===== src/rtl/act_pkg.sv =====
// shared types, constants and tables for the activation unit
package act_pkg;

    typedef enum logic [1:0] {
        ACT_RELU    = 2'd0,
        ACT_ELU     = 2'd1,
        ACT_SIGMOID = 2'd2,
        ACT_TANH    = 2'd3
    } act_kind_t;

    localparam int CFG_IDX_W  = 2;
    localparam int CFG_DATA_W = 12;

    localparam logic [CFG_IDX_W-1:0] CFG_KIND  = 2'd0;
    localparam logic [CFG_IDX_W-1:0] CFG_ALPHA = 2'd1;

    localparam logic [11:0] ALPHA_RESET = 12'd1024;

    localparam int EXP_STAGES = 16;
    localparam int DIV_STAGES = 12;
    localparam int LATENCY    = 1 + EXP_STAGES + 3 + DIV_STAGES + 1;

    typedef struct packed {
        logic               mode;
        logic signed [15:0] x_value;
        logic signed [15:0] y_value;
        logic signed [15:0] grad_in;
    } act_in_t;

    typedef struct packed {
        logic signed [15:0] result_value;
        logic               saturated;
    } act_out_t;

    typedef struct packed {
        act_kind_t          kind;
        logic               mode;
        logic               neg;
        logic               pos;
        logic signed [15:0] x;
        logic signed [15:0] y;
        logic signed [15:0] g;
        logic [11:0]        alpha;
    } act_side_t;

    typedef struct packed {
        act_kind_t          kind;
        logic               mode;
        logic               neg;
        logic               pos;
        logic signed [15:0] g;
        logic signed [15:0] fwd;
        logic signed [47:0] prod;
    } act_post_t;

    // e^-(2^(b-11)) in Q0.16
    function automatic logic [15:0] exp_factor(input int unsigned b);
        logic [15:0] f;
        case (b)
            0:       f = 16'd65504;
            1:       f = 16'd65472;
            2:       f = 16'd65408;
            3:       f = 16'd65280;
            4:       f = 16'd65026;
            5:       f = 16'd64520;
            6:       f = 16'd63520;
            7:       f = 16'd61565;
            8:       f = 16'd57835;
            9:       f = 16'd51039;
            10:      f = 16'd39750;
            11:      f = 16'd24109;
            12:      f = 16'd8869;
            13:      f = 16'd1200;
            14:      f = 16'd22;
            default: f = 16'd0;
        endcase
        return f;
    endfunction

endpackage


===== src/rtl/act_exp.sv =====
// pipelined e^-t, one factor multiply per stage
module act_exp (
    input  logic              clk,
    input  logic              rst_n,
    input  logic              in_valid,
    input  act_pkg::act_side_t in_side,
    input  logic [15:0]       in_arg,
    input  logic              in_zero,
    output logic              out_valid,
    output act_pkg::act_side_t out_side,
    output logic [16:0]       out_e
);
    import act_pkg::*;

    logic [EXP_STAGES-1:0] valid_reg;
    act_side_t             side_reg [EXP_STAGES];
    logic [15:0]           arg_reg  [EXP_STAGES];
    logic [16:0]           acc_reg  [EXP_STAGES];

    for (genvar k = 0; k < EXP_STAGES; k++) begin : g_stage
        logic        v_in;
        act_side_t   s_in;
        logic [15:0] a_in;
        logic [16:0] acc_in;
        logic [32:0] prod;
        logic [16:0] acc_next;

        if (k == 0) begin : g_first
            assign v_in   = in_valid;
            assign s_in   = in_side;
            assign a_in   = in_arg;
            assign acc_in = in_zero ? 17'd0 : 17'd65536;
        end
        else begin : g_rest
            assign v_in   = valid_reg[k-1];
            assign s_in   = side_reg[k-1];
            assign a_in   = arg_reg[k-1];
            assign acc_in = acc_reg[k-1];
        end

        assign prod     = 33'(acc_in) * 33'(exp_factor(k)) + 33'd32768;
        assign acc_next = a_in[k] ? prod[32:16] : acc_in;

        always_ff @(posedge clk or negedge rst_n)
        begin
            if (!rst_n)
            begin
                valid_reg[k] <= 1'b0;
            end
            else
            begin
                valid_reg[k] <= v_in;
            end
        end

        always_ff @(posedge clk)
        begin
            side_reg[k] <= s_in;
            arg_reg[k]  <= a_in;
            acc_reg[k]  <= acc_next;
        end
    end

    assign out_valid = valid_reg[EXP_STAGES-1];
    assign out_side  = side_reg[EXP_STAGES-1];
    assign out_e     = acc_reg[EXP_STAGES-1];

endmodule


===== config.mk =====
export PLATFORM = sky130hd
export DESIGN_NAME = act_exp
export DESIGN_NICKNAME = d
export VERILOG_FILES = /design/src/rtl/act_pkg.sv /design/src/rtl/act_exp.sv
export SDC_FILE = /design/constraint.sdc
export NUM_CORES = 2
export LEC_CHECK = 0
export BUFFER_PORTS_ARGS = -buffer_cell sky130_fd_sc_hd__clkbuf_2
export CAP_MARGIN = 20
export CORE_MARGIN = 8
export CORE_UTILIZATION = 55
export DETAILED_ROUTE_END_ITERATION = 10
export GPL_TIMING_DRIVEN = 0
export PLACE_DENSITY_LB_ADDON = 0.1
export SLEW_MARGIN = 20
export SYNTH_ARGS = -nofsm -noshare
export SYNTH_HDL_FRONTEND = slang
export SYNTH_SLANG_ARGS = --single-unit

===== constraint.sdc =====
create_clock -name clk -period 7.4 [get_ports clk]
set_input_delay 0.37 -clock clk [delete_from_list [all_inputs] [get_ports clk]]
set_output_delay 0.37 -clock clk [all_outputs]
set_load 0.01 [all_outputs]

Word-level counts from Yosys, hierarchy flattened
Memory sizes are Yosys's and may differ from the RTL's.
Index checks and enable logic that the tools add are counted.

operators by class
  mux-type cells = 17
  $add $sub $neg = 15
  $mul = 15

operators with widths
  operator                count
  $add 33x16->33 const B  11
  $mux 17                 17
  $mul 17x16->33 const B  3
  $mul 17x15->32 const B  3
  $mul 17x11->28 const B  2
  $add 32x16->33 const B  1
  $add 31x16->32 const B  1
  $mul 17x14->31 const B  1
  $mul 17x13->30 const B  1
  $add 28x16->29 const B  1
  $mul 17x10->27 const B  1
  $mul 17x9->26 const B   1
  $mul 17x8->25 const B   1
  $mul 17x7->24 const B   1
  $add 22x16->23 const B  1
  $mul 17x4->21 const B   1

storage, ports and cells
  register bits = 16
  output and inout port bits = 83
  memory bits (writable) = 1568
  memories kept = 3

memory list
  memory    depth  width  rd ports  clocked after memory_dff  write ports  RTL line       source
  side_reg  16     65     16        0                         16           act_exp.sv:16  act_side_t side_reg [EXP_STAGES];
  acc_reg   16     17     16        0                         16           act_exp.sv:18  logic [16:0] acc_reg [EXP_STAGES];
  arg_reg   16     16     15        0                         16           act_exp.sv:17  logic [15:0] arg_reg [EXP_STAGES];

Logic depth before layout (Yosys ltp)
  depth after elaboration = 4
  mapped depth = 24

Worst setup path after synthesis
OpenSTA, ideal clock, no wires.

  path kind = reg-to-reg
  start = mem acc_reg[3][6]
  end = mem acc_reg[4][15]
  cell stages (with the launch flop) = 19
  setup time = 116 ps
  data required time = 7284 ps
  slack = 1127 ps
  period minus slack after synthesis = 6273 ps
  data arrival time = 6158 ps
  path through = dfxtp_1 -> fa_1 -> fa_1 -> fa_1 -> fa_1 -> fa_1 -> ha_1 -> ha_1 -> a21o_1 -> a21oi_2 -> o21ai_1 -> or4b_1 -> a21bo_1 -> a2111oi_2 -> nand3_1 -> nor4_1 -> xor2_1 -> or3_1 -> a31o_1

RTL lines
  what                RTL line
  start: declaration  act_exp.sv:18

==> metrics <==
status finished clean; io pins 168; Initial Utilization 55.22%; R2R cell count 21; final wirelength 135.2 mm; post-layout util 61.54%; crit start category flop; first-pass GRT wire length 232.0 mm; Multi-input gate area 44190 um2; DP Cell Count 8718; Via density 4.880; Via Count 44177; Post-Syn Instances 6661; CTS Sinks 1421; Row Count 138; cts bufs inserted 140; total setup buffers inserted after CTS 0; number of port buffers 167; RSZ-0062 raised after global routing false; Placer Congestion 0.8683; DRT iter0 DRCs 1707; critical path capture point type flop; Seq/Total Area, Yosys 36.62%; yosys warns 0; wire per inst 14.94 um; required time worst endpoint 8060 ps; antenna diode count 0; Chip Height 392.4 um; fin nets 9240; Synth Area in Adders 41.93%; Worst-Skew Late Latency 790 ps; Synth area leader dfxtp_1; leading post-synthesis cells by cell area dfxtp_1, fa_1, ha_1; DIE AREA 153900 um2; worst path cell trace inv_1 > fa_1 > inv_1 > ha_1 > a21o_1 > fa_1 > fa_1 > fa_1 > ha_1 > ha_1 > a21o_1 > a21oi_2 > o21ai_1 > or4b_1 > a21bo_1 > a2111oi_2 > nand3_1 > nor4_1 > xor2_1 > or3_1 > a31o_1; CP Buf/Inv Count 2; Setup Viol. Count Final 0; Detailed Routing Iterations Pass 1 7; synthesized flop and latch total 1421; H-tree depth 4; cell mode on critical path fa_1; core region area 141100 um2; Largest delay share family, worst path adder cells; actual slew at the worst max-slew pin 953.6 ps; fraction of layout cells with a size suffix above 1 7.190%; top cell type's share of synthesized area 36.11%; synth unique cells 103; largest family of logic cells by synthesized area adder cells; Levels on crit path 21; Worst EP arrival 7580 ps; CP Class flop to flop; fill count 11451; Post-Synth Simple-Gate Area 4.841%; mapped cell area 77900 um2; Critical Path Fanout Max 5; largest net degree at the start of global routing 25; initial antenna violation count 0; Final Cell Area 86810 um2; Pins Over Slew Limit 0; clock slew at reported path FFs 60 ps; synthesized area per cell 11.70 um2; clock buffer depth 3; ys flop type dfxtp_1; Clock Skew 56.56 ps; area grow syn2layout 11.43%; Post-synth EDFFs 0; max FFs per register 1040; Max Fclk 0.1446 GHz; Compound-Gate Fraction of Synth Area 5.066%; ys async rst share 1.126%; Tcrit/Tclk final 93.47%; Rel. slew slack 35.84%; post-route ant nets 0; Hold Path Class input pin to asynchronous set/reset pin; fin cells 9053; most common cell in the netlist dfxtp_1; vias in the first global route 47385; Mapped Nets 8846; DRC Markers 0; FF+latch area 28530 um2; total gr overflow 0; mux cell area share after synthesis 1.161%; Final Hold Fails 0; Post-Synth XOR/XNOR Area 3.721%; placed cell area 81100 um2; Clock Tree Root clkbuf_16; Die Wd 392.4 um; Crit-path slowest cell fa_1; minimum clock period 6917 ps; CTS tree yes; CP peak stage delay 620 ps; Post-synth top cells dfxtp_1, inv_1, ha_1, fa_1, nor2_1; detailed placer's ending HPWL 107.8 mm; Total GRT Usage 18.35%; # Max-Cap Violations 0
cell families after synthesis:
group / Yosys count
AO/OA/AOI/OAI: 607
XOR/XNOR: 331
adder cells (fa/ha/maj): 2102
buffers and inverters: 1380
flip-flops: 1421
multiplexers: 83
AND/OR/NAND/NOR: 737
cell type report:
cell class / count / area share (%)
clock inverters: 63 / 1.051
plain buffers: 54 / 0.2465
flip-flops and latches: 1421 / 32.87
multi-input cells: 3860 / 50.90
clock buffers: 187 / 4.529
repair buffers: 252 / 1.943
inverters: 1326 / 5.734
well taps: 1890 / 2.724
repair_timing:
| item | in CTS | in global routing |
|---|---|---|
| hold buffers | 85 | 0 |
| setup endpoints to repair | 2 | 4 |
| hold endpoints to repair | 99 | 0 |
| gates resized for setup | 2 | 4 |
metrics by stage:
stage	hold WS, ps	setup slack, ps	TNS, ps
after floorplan	74.41	1127	0
after global placement	304.8	-74.89	-74.89
after detailed placement	312.1	-63.92	-63.92
after CTS	19.29	138.3	0
after global routing	74.07	74.45	0
final	72.86	483.3	0
cell usage in the layout, fill, tap and decap left out, types with 13 or more instances in the layout:
master,count
nor3b_1,13
xor2_1,138
nand2_1,131
clkbuf_1,72
nor2_1,208
ha_1,1252
nand3_1,66
and2_1,20
clkbuf_16,141
inv_1,1324
clkbuf_2,167
a211oi_1,21
nand4_1,38
or2_2,17
dfxtp_1,1400
nor3_1,57
o21ai_1,19
clkinv_4,13
clkbuf_8,23
nand2b_1,23
mux2_2,58
nor2b_1,46
a21o_1,87
dfrtp_1,16
fa_1,848
dlygate4sd3_1,85
or3_1,15
and3_1,36
a31oi_1,22
o21bai_1,17
xnor2_1,193
o21ai_0,87
o21a_1,19
o211ai_1,15
a21oi_1,206
mux2i_1,24
worst reg2reg max path: stages, from the launching register on:
cell	delay (ps)
dfxtp_1	520
inv_1	110
fa_1	620
inv_1	70
ha_1	190
a21o_1	170
fa_1	490
fa_1	520
fa_1	490
ha_1	300
ha_1	370
a21o_1	220
a21oi_2	210
o21ai_1	110
or4b_1	590
a21bo_1	250
a2111oi_2	410
nand3_1	160
nor4_1	330
xor2_1	140
or3_1	320
a31o_1	220
metal layers:
metal,part of all wire [%],global-route usage (%),vias to the layer above
met3,3.5,3.170,205
li1,-,-,22174
met1,46,23.93,21256
met2,48,31.70,542
met5,0,0,-
met4,2.3,4.779,0
final timing paths:
path | from | endpoint | slack [ps]
worst max-delay path | acc_reg[3][3] | acc_reg[4][15] | 480
worst min-delay path | rst_n | g_stage[4].v_in | 70
worst max register to register | acc_reg[3][3] | acc_reg[4][15] | 480
worst min register to register | arg_reg[0][4] | arg_reg[0][20] | 300
max in group asynchronous | rst_n | g_stage[11].v_in | 7050
min in group clk | in_arg[11] | arg_reg[0][11] | 230
Power is left out: the tool's default activity adds up to more than one toggle a clock period on the data nets, which glitch-free logic cannot reach.
