$ cat src/rtl/act_pkg.sv
// shared types, constants and tables for the activation unit
package act_pkg;

    typedef enum logic [1:0] {
        ACT_RELU    = 2'd0,
        ACT_ELU     = 2'd1,
        ACT_SIGMOID = 2'd2,
        ACT_TANH    = 2'd3
    } act_kind_t;

    localparam int CFG_IDX_W  = 2;
    localparam int CFG_DATA_W = 12;

    localparam logic [CFG_IDX_W-1:0] CFG_KIND  = 2'd0;
    localparam logic [CFG_IDX_W-1:0] CFG_ALPHA = 2'd1;

    localparam logic [11:0] ALPHA_RESET = 12'd1024;

    localparam int EXP_STAGES = 16;
    localparam int DIV_STAGES = 12;
    localparam int LATENCY    = 1 + EXP_STAGES + 3 + DIV_STAGES + 1;

    typedef struct packed {
        logic               mode;
        logic signed [15:0] x_value;
        logic signed [15:0] y_value;
        logic signed [15:0] grad_in;
    } act_in_t;

    typedef struct packed {
        logic signed [15:0] result_value;
        logic               saturated;
    } act_out_t;

    typedef struct packed {
        act_kind_t          kind;
        logic               mode;
        logic               neg;
        logic               pos;
        logic signed [15:0] x;
        logic signed [15:0] y;
        logic signed [15:0] g;
        logic [11:0]        alpha;
    } act_side_t;

    typedef struct packed {
        act_kind_t          kind;
        logic               mode;
        logic               neg;
        logic               pos;
        logic signed [15:0] g;
        logic signed [15:0] fwd;
        logic signed [47:0] prod;
    } act_post_t;

    // e^-(2^(b-11)) in Q0.16
    function automatic logic [15:0] exp_factor(input int unsigned b);
        logic [15:0] f;
        case (b)
            0:       f = 16'd65504;
            1:       f = 16'd65472;
            2:       f = 16'd65408;
            3:       f = 16'd65280;
            4:       f = 16'd65026;
            5:       f = 16'd64520;
            6:       f = 16'd63520;
            7:       f = 16'd61565;
            8:       f = 16'd57835;
            9:       f = 16'd51039;
            10:      f = 16'd39750;
            11:      f = 16'd24109;
            12:      f = 16'd8869;
            13:      f = 16'd1200;
            14:      f = 16'd22;
            default: f = 16'd0;
        endcase
        return f;
    endfunction

endpackage

$ cat src/rtl/act_div.sv
// pipelined restoring divider, one quotient bit per stage
module act_div (
    input  logic               clk,
    input  logic               rst_n,
    input  logic               in_valid,
    input  act_pkg::act_post_t in_post,
    input  logic [27:0]        in_num,
    input  logic [17:0]        in_den,
    output logic               out_valid,
    output act_pkg::act_post_t out_post,
    output logic [11:0]        out_quo
);
    import act_pkg::*;

    logic [DIV_STAGES-1:0] valid_reg;
    act_post_t             post_reg [DIV_STAGES];
    logic [27:0]           rem_reg  [DIV_STAGES];
    logic [17:0]           den_reg  [DIV_STAGES];
    logic [11:0]           quo_reg  [DIV_STAGES];

    for (genvar k = 0; k < DIV_STAGES; k++) begin : g_stage
        localparam int BIT = DIV_STAGES - 1 - k;
        logic        v_in;
        act_post_t   p_in;
        logic [27:0] rem_in;
        logic [17:0] den_in;
        logic [11:0] quo_in;
        logic [29:0] dsh;
        logic        ge;

        if (k == 0) begin : g_first
            assign v_in   = in_valid;
            assign p_in   = in_post;
            assign rem_in = in_num;
            assign den_in = in_den;
            assign quo_in = 12'd0;
        end
        else begin : g_rest
            assign v_in   = valid_reg[k-1];
            assign p_in   = post_reg[k-1];
            assign rem_in = rem_reg[k-1];
            assign den_in = den_reg[k-1];
            assign quo_in = quo_reg[k-1];
        end

        assign dsh = 30'(den_in) << BIT;
        assign ge  = ({2'b00, rem_in} >= dsh);

        always_ff @(posedge clk or negedge rst_n)
        begin
            if (!rst_n)
            begin
                valid_reg[k] <= 1'b0;
            end
            else
            begin
                valid_reg[k] <= v_in;
            end
        end

        always_ff @(posedge clk)
        begin
            post_reg[k] <= p_in;
            den_reg[k]  <= den_in;
            rem_reg[k]  <= ge ? 28'({2'b00, rem_in} - dsh) : rem_in;
            quo_reg[k]  <= quo_in | (12'(ge) << BIT);
        end
    end

    assign out_valid = valid_reg[DIV_STAGES-1];
    assign out_post  = post_reg[DIV_STAGES-1];
    assign out_quo   = quo_reg[DIV_STAGES-1];

endmodule

$ cat config.mk
export PLATFORM = sky130hd
export DESIGN_NAME = act_div
export DESIGN_NICKNAME = d
export VERILOG_FILES = /design/src/rtl/act_pkg.sv /design/src/rtl/act_div.sv
export SDC_FILE = /design/constraint.sdc
export NUM_CORES = 2
export LEC_CHECK = 0
export ABC_CLOCK_PERIOD_IN_PS = 3800
export BUFFER_PORTS_ARGS = -buffer_cell sky130_fd_sc_hd__buf_2
export CELL_PAD_IN_SITES_DETAIL_PLACEMENT = 1
export CELL_PAD_IN_SITES_GLOBAL_PLACEMENT = 1
export CORE_MARGIN = 2
export CORE_UTILIZATION = 49
export DETAILED_ROUTE_END_ITERATION = 7
export HOLD_SLACK_MARGIN = 0.1
export PLACE_DENSITY_LB_ADDON = 0.1
export RECOVER_POWER = 25
export SLEW_MARGIN = 20
export SYNTH_ARGS = -nofsm -noshare
export SYNTH_HDL_FRONTEND = slang
export SYNTH_SLANG_ARGS = --single-unit
$ cat constraint.sdc
create_clock -name clk -period 3.8 [get_ports clk]
set_input_delay 0.57 -clock clk [delete_from_list [all_inputs] [get_ports clk]]
set_output_delay 0.57 -clock clk [all_outputs]
set_load 0.03 [all_outputs]
Yosys cells after proc, flatten, opt, wreduce, memory -nomap -nowiden. Memories as Yosys holds them, arrays and structs flattened. Index checks and enable logic that the tools add are counted.

Logic and storage cells: 63. Memories: 4. Register bits after elaboration: 12. RAM bits: 1716.

Muxes and demuxes: 12. Add/subtract/negate cells: 12. Bitwise logic cells: 11. $lt $le $gt $ge: 12.

Memories: post_reg (words 12, width 85, read ports 12, clocked after Yosys merged registers in 0, write ports 12, RTL line act_div.sv:16) `act_post_t post_reg [DIV_STAGES];`; rem_reg (words 12, width 28, read ports 11, clocked after Yosys merged registers in 0, write ports 12, RTL line act_div.sv:17) `logic [27:0] rem_reg [DIV_STAGES];`; den_reg (words 12, width 18, read ports 11, clocked after Yosys merged registers in 0, write ports 12, RTL line act_div.sv:18) `logic [17:0] den_reg [DIV_STAGES];`; quo_reg (words 12, width 12, read ports 12, clocked after Yosys merged registers in 0, write ports 12, RTL line act_div.sv:19) `logic [11:0] quo_reg [DIV_STAGES];`.

Operator list (count): 2-to-1 mux 28 bit (12); subtractor 28 bit (2); greater-or-equal comparator 28 x 29 -> 1 bit (1); greater-or-equal comparator 28 x 18 -> 1 bit (1); greater-or-equal comparator 28 x 19 -> 1 bit (1); greater-or-equal comparator 28 x 20 -> 1 bit (1); greater-or-equal comparator 28 x 21 -> 1 bit (1); greater-or-equal comparator 28 x 22 -> 1 bit (1); greater-or-equal comparator 28 x 23 -> 1 bit (1); greater-or-equal comparator 28 x 24 -> 1 bit (1); greater-or-equal comparator 28 x 25 -> 1 bit (1); greater-or-equal comparator 28 x 26 -> 1 bit (1); greater-or-equal comparator 28 x 27 -> 1 bit (1); greater-or-equal comparator 28 bit (1); subtractor 28 x 18 -> 28 bit (1); subtractor 28 x 19 -> 28 bit (1); subtractor 28 x 20 -> 28 bit (1); subtractor 28 x 21 -> 28 bit (1); subtractor 28 x 22 -> 28 bit (1); subtractor 28 x 23 -> 28 bit (1); subtractor 28 x 24 -> 28 bit (1); subtractor 28 x 25 -> 28 bit (1); subtractor 28 x 26 -> 28 bit (1); subtractor 28 x 27 -> 28 bit (1); 11 further kinds (11).

Longest topological paths before layout. An unclocked memory read counts as a cell.

Depth in word-level cells: 3. Depth in mapped cells: 13. Mapped depth without buffers: 12.

Worst setup path before layout. OpenSTA, ideal clock, no wires.

Kind: input port to flip-flop. Start point: input in_den[7]. End point: memory rem_reg[0][16]. Stages on the path: 11. Data required time: 3679 ps. Setup slack: 833 ps. Arrival time: 2846 ps. Cell sequence: inv_1 -> ha_1 -> clkbuf_1 -> a211o_1 -> a21oi_1 -> o21ai_0 -> o21ai_0 -> a31oi_1 -> o41ai_2 -> clkbuf_1 -> mux2_2.

RTL lines: start, declared (RTL line act_div.sv:8) `input logic [17:0] in_den,`; end, declared (RTL line act_div.sv:17).

==> metrics <==
Pwr Total 0.04721 W; Port-buffer cells 231; via/cell ratio 4.925; gr usage total 21.79%; Post-synth EDFFs 0; initial antenna violation count 2; post-synth net total 4,147; Post-Synth Adder-Cell Area 6.256%; Slew @ Worst Pin 0.8591 ns; RR Startpoint den_reg[9][1]; CP Launch Point den_reg[9][1]; register area share after synthesis 69.67%; row count 113; Iter 0 DRT Violations 1,067; global-route track usage on met2 42.66%; drc violations 0; crit path launch type flip-flop; ANT nets after route 0; Synth Cell Area 46,520 um2; complex-gate fraction of the synthesized area 9.357%; cts repair resizes 0; CORE AREA 94,590 um2; leak pwr 24.65 nW; Setup crit end rem_reg[10][12]; CTS sink cnt 1,616; die area 97,420 um2; Sequential Area 32,410 um2; total negative slack 0 ns; maximum number of pins on one net before global-route repair 40; HPWL after DPL 66,280 um; post-DR wirelength/cell 18.64 um; Critical Path RT 4.42 ns; first-pass GRT wire length 167,500 um; vias in the first global route 30.82k; mean area per synthesized cell 12.28 um2; Crit Path Class reg -> reg; run status finished clean; endpoints failing hold 0; clk slew on worst S/H paths 0.06 ns; number of synthesized register bits 1,616; Slew Limit Fails 0; r2r setup slk 0.30 ns; Fmax 285.7 MHz; area of the multi-input gates 12,870 um2; Main synth FF type dfxtp_1; Arr. time, crit path 4.12 ns; cell count after synthesis 3,787; crit end category flip-flop; H-Tree Depth 4; share of layout cells above drive strength 1 13.34%; Layout area overhead 20.16%; met1 global-route usage 22.97%; simple-gate portion of the synthesized area 7.076%; via count 27.88k; # setup viols final 0; area leader, netlist dfxtp_1; max reg flops 1,020; Max Cap Viol 0; Root Driver clkbuf_16; post-synthesis cell type count 79; Async SR Flop Fraction 0.7426%; slowest cell delay on critical path 0.53 ns; final worst slack 0.3004 ns; Worst path slowest cell nor2_4; combinational family with the most area after synthesis compound AO/OA/AOI/OAI gates; grt ovf 0; Synth Warn # 0; most common cell in the netlist dfxtp_1; Worst-Skew Late Latency 0.79 ns; die height 312.1 um; power density cells 844.5 nW/um2; met3 track demand over resource 3.895%; CP Cell Sequence inv_1 > ha_1 > nor2b_1 > o31a_1 > o31ai_1 > a21oi_1 > nor4_1 > nor2_1 > nor2_4 > mux2_2; skew final 0.07821 ns; Max-slew headroom 42.29%; synth top area cells dfxtp_1 (69%), ha_1 (5.8%), o21ai_0 (2.4%); dpl ws 0.2978 ns; first-pass detailed-route iteration total 5; CTS tree yes; worst-path fanout max 19; post-synthesis mux area share 1.393%; reg2reg path depth 10; Routed WL 105,500 um; CTS max path bufs 3; RSZ-0062 raised after global routing no; R2R Path End rem_reg[10][12]; Final Net Count 4,631; IO Pins 232; Post-synth top cells dfxtp_1 (1,604), inv_1 (280), nand2_1 (235); maximum vdd ir drop 0.5849 mV; Filler cells 9,399; final worst path period share 92.10%; Synth top area share 69.03%; Final min period 3.500 ns; area share of xor/xnor cells in the synthesized design 3.502%; Die W 312.1 um; Hold Path Class in -> async; initial core utilization 49.18%; Inserted Clock Buffers 153; GRT Max-Usage Layer met2; GP Congestion 0.8797
[how the worst min path moves through the flow]
stage	to	cells after the start	slack (ns)
after global routing	g_stage[10].v_in	2	0.23
after floorplan	g_stage[10].v_in	0	0.27
after global placement	post_reg[0][128]	0	0.31
after detailed placement	post_reg[0][254]	0	0.31
after CTS	g_stage[11].v_in	2	0.18
final	g_stage[11].v_in	2	0.24
[metrics by stage]
stage / utilization [%] / std cells / hold slack [ns] / cell area [um2]
6_report: 59.10 / 5660 / 0.2391 / 55900
2_1_floorplan: - / 3787 / 0.2744 / 46520
5_1_grt: 59.10 / 5660 / 0.2298 / 55900
3_5_place_dp: 52.07 / 5248 / 0.3132 / 49250
4_1_cts: 59.09 / 5659 / 0.1767 / 55890
3_3_place_gp: 52.07 / 5248 / 0.3095 / 49250
[per-layer routing]
layer | part of all wire, % | wire length, um
met5 | 0 | 0
met4 | 3.0 | 3153
met1 | 39 | 41050
met2 | 55 | 57940
met3 | 3.2 | 3359
[report_power, final]
group	total [W]	internal [W]	switching, W	leakage (nW)
registers	0.0205	0.0192	0.00129	13.7
logic	0.0109	0.00474	0.00612	8.40
clock network	0.0158	0.00911	0.00670	2.59
total	0.0472	0.0331	0.0141	24.7
[area by class of cell]
cell class	instances	share of cell area (%)
flip-flops and latches	1616	57.98
multi-input cells	1835	23.02
clock buffers	223	7.931
repair buffers	385	4.777
well taps	1265	2.832
inverters	280	1.880
clock inverters	55	1.574
diodes	1	0.004477
[critical path: cells and delay by family, from the launching register on]
family	cells	cell delay, ns
AOI/OAI and AO/OA	3	0.89
adders and majority gates	1	0.29
buffers and inverters	1	0.07
DFF	1	0.32
muxes	1	0.40
and+or+nand+nor	4	1.38
[logic make-up (layout without fill, tap and decap cells)]
logic type | after synthesis | after routing
DFF | 1616 | 1616
AOI/OAI and AO/OA | 698 | 698
and+or+nand+nor | 667 | 667
buffers and inverters | 336 | 943
adders and majority gates | 226 | 226
xor gates and xnor gates | 186 | 186
muxes | 58 | 58
other | 0 | 1
[layout by cell type, fill, tap and decap left out, types with 54 or more instances in the layout]
cell              n
nor2_1          130
a21oi_1         189
mux2_2           54
dlygate4sd3_1   133
xor2_1           91
xnor2_1          95
a21o_1           78
clkbuf_16       154
inv_1           280
o21ai_0         221
ha_1            215
dfxtp_1        1604
nand2_1         235
buf_2           231
[repair_timing]
action | 4_1_cts | 5_1_grt
hold endpoints to repair | 144 | 0
setup buffers | 0 | 0
hold buffers | 133 | 0
(Power assumes the default switching activity.)
